[src/msb_pkg.sv]
// ============================================================================
// msb_pkg
// Shared types and constants for the multi-stack shared buffer core.
// ============================================================================
`default_nettype none

package msb_pkg;

   localparam int ACTION_WIDTH   = 2;
   localparam int STACK_ID_WIDTH = 2;
   localparam int VALUE_WIDTH    = 32;
   localparam int STATUS_WIDTH   = 2;
   localparam int STACK_SLOTS    = 2 ** STACK_ID_WIDTH;

   localparam int NUM_STACKS_DEFAULT = 4;
   localparam int CAPACITY_DEFAULT   = 16;
   localparam int DATA_WIDTH_DEFAULT = 32;

   typedef enum logic [ACTION_WIDTH-1:0] {
      ACT_PUSH = 2'd0,
      ACT_POP  = 2'd1,
      ACT_PEEK = 2'd2,
      ACT_NOP  = 2'd3
   } action_type;

   typedef enum logic [STATUS_WIDTH-1:0] {
      ST_OK    = 2'd0,
      ST_FULL  = 2'd1,
      ST_EMPTY = 2'd2
   } status_type;

   typedef enum logic {
      PH_IDLE = 1'b0,
      PH_EXEC = 1'b1
   } phase_type;

   typedef struct packed {
      action_type                       action;
      logic [STACK_ID_WIDTH-1:0]        stack_id;
      logic signed [VALUE_WIDTH-1:0]    value;
   } req_type;

   typedef struct packed {
      logic signed [VALUE_WIDTH-1:0]    data;
      status_type                       status;
   } rsp_type;

   typedef struct packed {
      logic start;
      logic out_free;
   } eng_ctrl_type;

   typedef struct packed {
      logic busy;
      logic done;
   } eng_stat_type;

endpackage

`default_nettype wire

[src/msb_ram.sv]
// ============================================================================
// msb_ram
// Generic single-write, single-read RAM with a registered read port.
// ============================================================================
`default_nettype none

module msb_ram #(
   parameter int WIDTH = 32,
   parameter int DEPTH = 16
) (
   input  wire logic                       clock,
   input  wire logic                       wr_en,
   input  wire logic [$clog2(DEPTH)-1:0]   wr_addr,
   input  wire logic [WIDTH-1:0]           wr_data,
   input  wire logic                       rd_en,
   input  wire logic [$clog2(DEPTH)-1:0]   rd_addr,
   output      logic [WIDTH-1:0]           rd_data
);

   logic [WIDTH-1:0] mem [DEPTH];

   always_ff @(posedge clock) begin
      if (wr_en) begin
         mem[wr_addr] <= wr_data;
      end
      if (rd_en) begin
         rd_data <= mem[rd_addr];
      end
   end

endmodule

`default_nettype wire

[src/msb_engine.sv]
// ============================================================================
// msb_engine
// Stack heads, free list head and fill count, with the link and data RAMs.
// Reads on acceptance, then modifies and writes back in the execute phase.
// ============================================================================
`default_nettype none

module msb_engine #(
   parameter int NUM_STACKS = msb_pkg::NUM_STACKS_DEFAULT,
   parameter int CAPACITY   = msb_pkg::CAPACITY_DEFAULT,
   parameter int DATA_WIDTH = msb_pkg::DATA_WIDTH_DEFAULT
) (
   input  wire logic                  clock,
   input  wire logic                  reset,
   input  wire msb_pkg::eng_ctrl_type ctrl,
   input  wire msb_pkg::req_type      req,
   output      msb_pkg::eng_stat_type stat,
   output      msb_pkg::rsp_type      rsp
);

   import msb_pkg::*;

   localparam int LW         = $clog2(CAPACITY + 1);
   localparam int AW         = $clog2(CAPACITY);
   localparam int HEAD_DEPTH = (NUM_STACKS < STACK_SLOTS) ? NUM_STACKS : STACK_SLOTS;
   localparam logic [LW-1:0] NULL_LINK = LW'(CAPACITY);

   phase_type                 phase_ff, phase_in;
   req_type                   op_ff;
   logic [LW-1:0]             e_ff;
   logic                      hit_ff;
   logic [LW-1:0]             head_ff [HEAD_DEPTH];
   logic [LW-1:0]             free_head_ff, free_head_in;
   logic [LW-1:0]             fill_ff, fill_in;

   logic [LW-1:0]             head_req;
   logic                      sid_ok_req;
   logic [LW-1:0]             e_req;
   logic                      hit_req;
   logic                      rd_en;

   logic [LW-1:0]             head_op;
   logic [LW-1:0]             link_rd;
   logic [LW-1:0]             link_next;
   logic [DATA_WIDTH-1:0]     data_rd;
   logic [DATA_WIDTH-1:0]     data_wr;
   logic [VALUE_WIDTH-1:0]    data_out;

   logic                      commit;
   logic                      link_we;
   logic [LW-1:0]             link_wd;
   logic                      data_we;
   logic                      head_we;
   logic [LW-1:0]             head_wd;

   // ---- acceptance: select the entry to read
   always_comb begin
      head_req = NULL_LINK;
      for (int i = 0; i < HEAD_DEPTH; i++) begin
         if (req.stack_id == STACK_ID_WIDTH'(i)) begin
            head_req = head_ff[i];
         end
      end
      sid_ok_req = (HEAD_DEPTH == STACK_SLOTS) ||
                   (req.stack_id < STACK_ID_WIDTH'(HEAD_DEPTH));
      e_req = (req.action == ACT_PUSH) ? free_head_ff : head_req;
      hit_req = sid_ok_req && (e_req < NULL_LINK) && (req.action != ACT_NOP);
      rd_en = ctrl.start && hit_req;
   end

   // ---- execute: head of the addressed stack
   always_comb begin
      head_op = NULL_LINK;
      for (int i = 0; i < HEAD_DEPTH; i++) begin
         if (op_ff.stack_id == STACK_ID_WIDTH'(i)) begin
            head_op = head_ff[i];
         end
      end
   end

   // Untouched entries chain to the next one; the last one chains to null.
   assign link_next = (e_ff < fill_ff) ? link_rd : e_ff + LW'(1);

   generate
      if (DATA_WIDTH > VALUE_WIDTH) begin : g_wide
         assign data_wr  = {{(DATA_WIDTH - VALUE_WIDTH){1'b0}}, op_ff.value};
         assign data_out = data_rd[VALUE_WIDTH-1:0];
      end else if (DATA_WIDTH == VALUE_WIDTH) begin : g_equal
         assign data_wr  = op_ff.value;
         assign data_out = data_rd;
      end else begin : g_narrow
         assign data_wr  = op_ff.value[DATA_WIDTH-1:0];
         assign data_out = {{(VALUE_WIDTH - DATA_WIDTH){1'b0}}, data_rd};
      end
   endgenerate

   always_comb begin
      phase_in     = phase_ff;
      commit       = 1'b0;
      link_we      = 1'b0;
      link_wd      = head_op;
      data_we      = 1'b0;
      head_we      = 1'b0;
      head_wd      = e_ff;
      free_head_in = free_head_ff;
      fill_in      = fill_ff;
      rsp.data     = '0;
      rsp.status   = ST_OK;
      unique case (phase_ff)
         PH_IDLE: begin
            if (ctrl.start) begin
               phase_in = PH_EXEC;
            end
         end
         PH_EXEC: begin
            commit = ctrl.out_free;
            if (ctrl.out_free) begin
               phase_in = PH_IDLE;
            end
            case (op_ff.action)
               ACT_PUSH: begin
                  if (hit_ff) begin
                     link_we      = commit;
                     link_wd      = head_op;
                     data_we      = commit;
                     head_we      = commit;
                     head_wd      = e_ff;
                     free_head_in = link_next;
                     fill_in      = (e_ff < fill_ff) ? fill_ff : e_ff + LW'(1);
                  end else begin
                     rsp.status = ST_FULL;
                  end
               end
               ACT_POP: begin
                  if (hit_ff) begin
                     rsp.data     = data_out;
                     link_we      = commit;
                     link_wd      = free_head_ff;
                     head_we      = commit;
                     head_wd      = link_rd;
                     free_head_in = e_ff;
                  end else begin
                     rsp.status = ST_EMPTY;
                  end
               end
               ACT_PEEK: begin
                  if (hit_ff) begin
                     rsp.data = data_out;
                  end else begin
                     rsp.status = ST_EMPTY;
                  end
               end
               default: begin
               end
            endcase
         end
         default: begin
            phase_in = PH_IDLE;
         end
      endcase
      stat.busy = (phase_ff == PH_EXEC);
      stat.done = commit;
   end

   always_ff @(posedge clock) begin
      if (reset) begin
         phase_ff     <= PH_IDLE;
         free_head_ff <= '0;
         fill_ff      <= '0;
         for (int i = 0; i < HEAD_DEPTH; i++) begin
            head_ff[i] <= NULL_LINK;
         end
      end else begin
         phase_ff <= phase_in;
         if (commit) begin
            free_head_ff <= free_head_in;
            fill_ff      <= fill_in;
         end
         for (int i = 0; i < HEAD_DEPTH; i++) begin
            if (head_we && op_ff.stack_id == STACK_ID_WIDTH'(i)) begin
               head_ff[i] <= head_wd;
            end
         end
      end
   end

   always_ff @(posedge clock) begin
      if (ctrl.start) begin
         op_ff  <= req;
         e_ff   <= e_req;
         hit_ff <= hit_req;
      end
   end

   msb_ram #(
      .WIDTH (LW),
      .DEPTH (CAPACITY)
   ) u_link_ram (
      .clock   (clock),
      .wr_en   (link_we),
      .wr_addr (e_ff[AW-1:0]),
      .wr_data (link_wd),
      .rd_en   (rd_en),
      .rd_addr (e_req[AW-1:0]),
      .rd_data (link_rd)
   );

   msb_ram #(
      .WIDTH (DATA_WIDTH),
      .DEPTH (CAPACITY)
   ) u_data_ram (
      .clock   (clock),
      .wr_en   (data_we),
      .wr_addr (e_ff[AW-1:0]),
      .wr_data (data_wr),
      .rd_en   (rd_en),
      .rd_addr (e_req[AW-1:0]),
      .rd_data (data_rd)
   );

endmodule

`default_nettype wire

[src/multi_stack_shared_buffer_core.sv]
// ============================================================================
// multi_stack_shared_buffer_core
// Several stacks sharing one entry buffer through a linked free list.
//
//   channel  dir  tdata                  tuser
//   req      in   value[31:0]            action[1:0], stack_id[3:2]
//   rsp      out  data[31:0]             status[1:0]
//
// In each transaction the link and data RAMs are read on acceptance, and the
// execute phase writes back and loads the result register.
// req_tready is low only in the execute phase, which a stalled result extends.
// Reset is synchronous; it empties every stack and takes effect at once,
// with no clearing pass (a fill count stands in for the initial free chain).
// A stalled result holds execute; the result register frees the input side.
// ============================================================================
`default_nettype none

module multi_stack_shared_buffer_core #(
   parameter int NUM_STACKS = msb_pkg::NUM_STACKS_DEFAULT,
   parameter int CAPACITY   = msb_pkg::CAPACITY_DEFAULT,
   parameter int DATA_WIDTH = msb_pkg::DATA_WIDTH_DEFAULT
) (
   input  wire logic        clock,
   input  wire logic        reset,
   input  wire logic        req_tvalid,
   output      logic        req_tready,
   input  wire logic [31:0] req_tdata,   // value[31:0]
   input  wire logic [3:0]  req_tuser,   // action[1:0], stack_id[3:2]
   output      logic        rsp_tvalid,
   input  wire logic        rsp_tready,
   output      logic [31:0] rsp_tdata,   // data[31:0]
   output      logic [1:0]  rsp_tuser    // status[1:0]
);

   import msb_pkg::*;

   eng_ctrl_type ctrl;
   eng_stat_type stat;
   req_type      req;
   rsp_type      eng_rsp;
   rsp_type      rsp_ff;
   logic         rsp_valid_ff, rsp_valid_in;

   assign req.action   = action_type'(req_tuser[1:0]);
   assign req.stack_id = req_tuser[3:2];
   assign req.value    = req_tdata;

   assign req_tready    = !stat.busy;
   assign ctrl.start    = req_tvalid && !stat.busy;
   assign ctrl.out_free = !rsp_valid_ff || rsp_tready;

   always_comb begin
      rsp_valid_in = rsp_valid_ff;
      if (stat.done) begin
         rsp_valid_in = 1'b1;
      end else if (rsp_tready) begin
         rsp_valid_in = 1'b0;
      end
   end

   always_ff @(posedge clock) begin
      if (reset) begin
         rsp_valid_ff <= 1'b0;
      end else begin
         rsp_valid_ff <= rsp_valid_in;
      end
   end

   always_ff @(posedge clock) begin
      if (stat.done) begin
         rsp_ff <= eng_rsp;
      end
   end

   assign rsp_tvalid = rsp_valid_ff;
   assign rsp_tdata  = rsp_ff.data;
   assign rsp_tuser  = rsp_ff.status;

   msb_engine #(
      .NUM_STACKS (NUM_STACKS),
      .CAPACITY   (CAPACITY),
      .DATA_WIDTH (DATA_WIDTH)
   ) u_engine (
      .clock (clock),
      .reset (reset),
      .ctrl  (ctrl),
      .req   (req),
      .stat  (stat),
      .rsp   (eng_rsp)
   );

endmodule

`default_nettype wire

[config.mk]
export PLATFORM = sky130hd
export DESIGN_NAME = multi_stack_shared_buffer_core
export DESIGN_NICKNAME = d
export VERILOG_FILES = /design/src/msb_pkg.sv /design/src/msb_ram.sv /design/src/msb_engine.sv /design/src/multi_stack_shared_buffer_core.sv
export SDC_FILE = /design/constraint.sdc
export NUM_CORES = 1
export LEC_CHECK = 0
export ABC_CLOCK_PERIOD_IN_PS = 6350
export BUFFER_PORTS_ARGS = -buffer_cell sky130_fd_sc_hd__buf_2
export CAP_MARGIN = 25
export CORE_ASPECT_RATIO = 0.9
export CORE_MARGIN = 4
export CORE_UTILIZATION = 60
export DETAILED_ROUTE_END_ITERATION = 16
export PLACE_DENSITY_LB_ADDON = 0.08
export SLEW_MARGIN = 20
export SYNTH_ARGS = -nofsm -noshare
export SYNTH_HDL_FRONTEND = slang
export SYNTH_HIERARCHICAL = 1
export SYNTH_SLANG_ARGS = --single-unit
export TNS_END_PERCENT = 30
[constraint.sdc]
create_clock -name clock -period 6.35 [get_ports clock]
set_clock_uncertainty 0.1 [all_clocks]
set_input_delay 0.635 -clock clock [delete_from_list [all_inputs] [get_ports clock]]
set_output_delay 0.635 -clock clock [all_outputs]
set_load 0.02 [all_outputs]
==> flow_summary.toml, run 1 <==
[routing]
routed_wl_mm = 59.31
wl_per_cell_um = 28.57
drt_iter0_markers = 1631
ant_nets = 0
via_per_inst = 6.436
dr.pass1.iters = 5
drc_errors = 0
num_vias = 13360

[floorplanning]
die_h_um = 213.2
dieArea_um2 = 50290
initial_core_util_pct = 61.22
core_area_um2 = 45830
ios = 76
rows = 74
die_w_um = 236.0

[clocking]
cts_made_buffers = 71
clkTransAtPathRegs_ps = 60
htreeDepth = 3
ctsResizeCount = 0
clock_latency_ps = 600
ctsHoldBuffers = 0
clockRootBuffer = "clkbuf_16"
cts_sinks = 737
cts_tree = "built"
cts.path.max_buffers = 3
cts_setup_buffers = 0

[worst_setup_path]
crit_family = "simple AND/OR/NAND/NOR gates"
crit_chain = "inv_1 -> ha_1 -> nand4_1 -> inv_2 -> nand3b_1 -> nor3_2 -> buf_4"
worstSetupPathType = "reg -> reg"
critPathSlowestCell = "nor3_2"
critPathMaxStageDelay_ps = 790
endpoint_kind = "flip-flop"
worstSetupStartpointType = "flip-flop"
worstPathArrival_ps = 3760
critPathRequiredTime_ps = 6470
path_buf_inv = 3
worstPathMaxFanout = 26

[timing]
layout_min_cycle_time_ps = 3637
rsz0062_at_grt = "false"
finalHoldViolations = 0
setup_viol = 0
finalMaxSlewViolations = 0
period_share_pct = 57.28
max_slew_margin_pct = 37.41
setup_tns_ps = 0
worst_slack_ps = 2713
worst_pin_slew_ps = 930.9
fmax_mhz = 274.9

[synth]
synth_edf_count = 725
syn-instance-count = 1297
async_reset_ff_share_pct = 0
avgSynthCellArea_um2 = 21.63
ys_seq_area_share_pct = 78.44
synth_warnings = 6
synth-main-ff-cell = "edfxtp_1"
syn-cell-area_um2 = 28060
synth.distinct_cells = 53
synth-seq-cells = 737
syn-num-nets = 1345

[finish]
area_growth_pct = 12.40
layout_commonest_cell = "edfxtp_1"
fin_nets = 1464
layout-drive-gt1-share_pct = 27.72
final_cell_area_um2 = 31540
final_cell_mix = "edfxtp_1 (725), mux4_2 (154), buf_2 (75)"
diodes = 0

[placed_design]
dp_slack_ps = 2488
place_congestion = 0.8198
dpl-instance-area_um2 = 29340
numPortBuffers = 75
dp_hpwl_mm = 30.61

[grt]
grt_max_degree = 66
overflow = 0
grtUsageTotal_pct = 24.11
antenna_found_initial = 1
grt_pass1_wl_mm = 88.64
grt_pass1_vias = 13600

[hold_path]
hp-class = "in -> reg"

[pwr]
power_density_nw_per_um2 = 319.2
peakVddDrop_v = 0.0002739
finalPower_mw = 10.07
p_leak_nw = 9.996

[job]
cap_violations = 0

[status]
outcome = "complete, no violations"
[per-layer routing]
| metal | vias to the layer above | wire [µm] | share of wire, % | global-route usage (%) |
|---|---|---|---|---|
| met5 | - | 0 | 0 | 0 |
| met4 | 0 | 909 | 1.5 | 5.001 |
| met3 | 72 | 5107 | 8.6 | 5.024 |
| met2 | 601 | 28760 | 48 | 38.37 |
| met1 | 7050 | 24540 | 41 | 35.90 |
| li1 | 5638 | - | - | - |
[stage by stage]
stage               util (%)  cells  hold WS, ps
floorplan                  -   1297        343.7
global placement       63.91   1949        357.9
detailed placement     64.01   1951        367.9
CTS                    68.81   2076        69.48
global route           68.81   2076        76.04
finish                 68.81   2076        102.8
[area by class of cell]
class | instances | area, µm²
clock buffer | 78 | 1846
inverter | 14 | 55.05
sequential | 737 | 22010
timing repair buffer | 104 | 638.1
multi-input combinational | 488 | 5873
tap | 608 | 760.7
clock inverter | 47 | 354.1
fill | 2870 | 14290
[where the power goes]
| group | total (mW) | switching (mW) | internal (mW) |
|---|---|---|---|
| Sequential | 5.50 | 0.0787 | 5.42 |
| Clock | 4.02 | 1.72 | 2.30 |
| Combinational | 0.547 | 0.311 | 0.236 |
| Total | 10.1 | 2.11 | 7.95 |
[cell usage after synthesis (3+ instances only)]
library cell	n	area share, %
buf_4	13	0.35
nor2_1	49	0.66
nand4_1	3	0.067
edfxtp_1	725	78
a211oi_1	6	0.16
nand3_1	21	0.37
clkbuf_1	22	0.29
nand2_1	46	0.62
inv_1	12	0.16
o21ai_0	5	0.089
dfxtp_1	12	0.86
buf_2	10	0.18
o32ai_1	3	0.094
mux4_1	4	0.37
nor2b_1	7	0.16
ha_1	8	0.36
buf_1	11	0.15
mux2_2	11	0.44
a22oi_1	73	2.0
nand2b_1	5	0.11
mux2i_1	6	0.21
nor3_1	11	0.20
a21oi_1	4	0.071
nand3b_1	4	0.11
mux4_2	154	12
and2_1	36	0.80
[logic make-up (layout without fill, tap and decap cells)]
family / Yosys count / count (layout) / synth area share (%)
flops: 737 / 737 / 78.44
buf+inv: 72 / 243 / 1.244
xor+xnor: 3 / 3 / 0.09366
mux: 175 / 175 / 13.39
simple gates: 193 / 193 / 3.451
fa+ha+maj: 8 / 8 / 0.3567
compound gates: 109 / 109 / 3.019
[path summary, 6_finish.rpt]
path         cells after the start                        startpoint                                       to  slack, ps
min reg2reg                      2  u_engine/fill_ff[4]$_SDFFE_PP0P_         u_engine/fill_ff[4]$_SDFFE_PP0P_        380
max                              7      u_engine/op_ff[35]$_DFFE_PP_  u_engine/u_data_ram/mem[8][8]$_DFFE_PP_       2710
max reg2reg                      7      u_engine/op_ff[35]$_DFFE_PP_  u_engine/u_data_ram/mem[8][8]$_DFFE_PP_       2710
min                              1                     req_tdata[20]           u_engine/data_wr[20]$_DFFE_PP_        100
[flip-flops by register name, indices dropped and copies added (netlist names)]
name	count
u_engine/data_wr	32
u_engine/free_head_ff	5
u_engine/head_ff	20
u_engine/op_ff	4
u_engine/fill_ff	5
rsp_tuser	2
u_engine/phase_ff	1
rsp_tdata	32
u_engine/u_link_ram/mem	80
u_engine/u_link_ram/rd_data	5
u_engine/hit_ff	1
rsp_tvalid	1
u_engine/u_data_ram/rd_data	32
u_engine/u_data_ram/mem	512
u_engine/e_ff	5
(Power assumes the default switching activity.)
==> run 2: changes to the inputs <==
--- a/config.mk
+++ b/config.mk
@@ -5,12 +5,12 @@
 export SDC_FILE = /design/constraint.sdc
 export NUM_CORES = 1
 export LEC_CHECK = 0
-export ABC_CLOCK_PERIOD_IN_PS = 6350
+export ABC_CLOCK_PERIOD_IN_PS = 3200
 export BUFFER_PORTS_ARGS = -buffer_cell sky130_fd_sc_hd__buf_2
 export CAP_MARGIN = 25
 export CORE_ASPECT_RATIO = 0.9
 export CORE_MARGIN = 4
-export CORE_UTILIZATION = 60
+export CORE_UTILIZATION = 56
 export DETAILED_ROUTE_END_ITERATION = 16
 export PLACE_DENSITY_LB_ADDON = 0.08
 export SLEW_MARGIN = 20
==> constraint.sdc (replaced) <==
create_clock -name clock -period 3.2 [get_ports clock]
set_clock_uncertainty 0.1 [all_clocks]
set_input_delay 0.32 -clock clock [delete_from_list [all_inputs] [get_ports clock]]
set_output_delay 0.32 -clock clock [all_outputs]
set_load 0.02 [all_outputs]
==> flow_summary.toml, run 2 (synthesized netlist as in run 1, its figures left out) <==
[timing]
max_slew_margin_pct = 44.32
finalHoldViolations = 0
setup_tns_ps = 0
setup_viol = 0
period_share_pct = 91.13
rsz0062_at_grt = "false"
worst_pin_slew_ps = 835.1
fmax_mhz = 342.9
finalMaxSlewViolations = 0
layout_min_cycle_time_ps = 2916

[worst_setup_path]
worstPathMaxFanout = 33
crit_family = "multiplexers"
critPathSlowestCell = "mux4_1"
critPathMaxStageDelay_ps = 560
reg2regPathDepth = 7
worstSetupPathType = "in -> reg"
crit_chain = "dlygate4sd3_1 -> buf_2 -> buf_4 -> mux4_1 -> mux2_8 -> buf_12 -> mux4_2 -> a22oi_1 -> nand2_1"
cp.depth = 9
path_buf_inv = 4
worstSetupStartpointType = "input pin"
endpoint_kind = "flip-flop"
worstPathArrival_ps = 3150
critPathRequiredTime_ps = 3430

[finish]
register_area_um2 = 22010
layout-drive-gt1-share_pct = 28.72
final_cells = 2217
top_regs = "u_engine/u_data_ram/mem (512), u_engine/u_link_ram/mem (80)"
final_cell_area_um2 = 32800
fin_nets = 1538
area_growth_pct = 16.88
final_cell_mix = "edfxtp_1 (725), mux4_2 (154), buf_2 (75)"
utilization_pct = 66.48
layout_commonest_cell = "edfxtp_1"
multi_input_area_um2 = 5892
top_register = "u_engine/u_data_ram/mem"
diodes = 0
largest_reg_flops = 512
fillers = 3222

[routing]
drt_iter0_markers = 1279
routed_wl_mm = 60.97
via_per_inst = 6.120
dr.pass1.iters = 7
drc_errors = 0
ant_nets = 0
wl_per_cell_um = 27.50
num_vias = 13570

[hold_path]
holdPathStages = 2
hp-class = "in -> reg"

[clocking]
htreeDepth = 3
clkTransAtPathRegs_ps = 60
cts_sinks = 737
clock_latency_ps = 600
cts.path.max_buffers = 3
ctsResizeCount = 0
clockRootBuffer = "clkbuf_16"
cts_tree = "built"
cts_made_buffers = 72

[pwr]
finalPower_mw = 20.40
peakVddDrop_v = 0.0005374
power_density_nw_per_um2 = 622.0
p_leak_nw = 10.48

[grt]
grt_pass1_vias = 13710
overflow = 0
antenna_found_initial = 2
grtUsageTotal_pct = 23.31
grt_max_degree = 44
grt_pass1_wl_mm = 90.99

[floorplanning]
initial_core_util_pct = 56.88
die_w_um = 244.0
ios = 76
core_area_um2 = 49330
die_h_um = 220.4
rows = 77
dieArea_um2 = 53760

[placed_design]
dp_hpwl_mm = 32.29
place_congestion = 0.8033
numPortBuffers = 75
dp_cells = 2047
dpl-instance-area_um2 = 30080

[status]
outcome = "complete, no violations"

[job]
cap_violations = 0
run 2: changes by cell type in the layout (fill, tap and decap cells not counted), moves of 2 or more:
| cell | delta |
|---|---|
| clkinvlp_4 | +2 |
| bufinv_16 | +2 |
| nor3_4 | +3 |
| dlygate4sd3_1 | +39 |
| clkbuf_1 | +4 |
| nor3_2 | -3 |
| buf_12 | +33 |
| clkinv_1 | -2 |
run 2: metrics by stage:
stage	setup WS, ps	hold WS, ps
detailed placement	239.2	366.7
floorplan	-780.7	282.4
CTS	330.2	289.5
finish	283.7	329.7
global placement	219.1	363.4
global route	212.0	301.5
run 2: repair_timing:
item	CTS	global route
endpoints found under the hold margin	41	0
hold buffers	39	0
setup buffers	0	0
run 2: layer usage:
metal	track usage, %	routed length [µm]	up-vias
li1	-	-	5806
met1	34.62	25790	7183
met2	37.53	29970	494
met3	3.938	4103	84
met4	5.106	1105	0
met5	0	0	-
run 2: worst register-to-register path, delay by kind of cell, from the launching register on:
| family | cells | cell delay, ps |
|---|---|---|
| compound gates | 1 | 240 |
| simple gates | 1 | 80 |
| flops | 1 | 400 |
| mux | 3 | 1310 |
| buf+inv | 2 | 400 |
run 2: path summary, 6_finish.rpt:
check                                                          start                                   endpoint  slack [ps]
worst min register to register      u_engine/fill_ff[3]$_SDFFE_PP0P_           u_engine/fill_ff[3]$_SDFFE_PP0P_         370
worst min-delay path                                   req_tdata[19]             u_engine/data_wr[19]$_DFFE_PP_         330
worst max-delay path                                    req_tuser[2]  u_engine/u_data_ram/rd_data[17]$_DFFE_PP_         280
worst max register to register  u_engine/head_ff[2][0]$_SDFFCE_PN0P_  u_engine/u_data_ram/rd_data[17]$_DFFE_PP_         390
run 2: layout make-up:
cell class                 instances  share of cell area, %
timing repair buffer             177                  5.173
tap                              671                  2.560
sequential                       737                  67.12
inverter                          14                 0.1679
clock buffer                      83                  5.749
clock inverter                    47                  1.267
multi-input combinational        488                  17.97
run 2: power breakdown:
group	switching (mW)	internal (mW)
combinational	0.653	0.576
clock	3.46	4.80
sequential	0.153	10.8
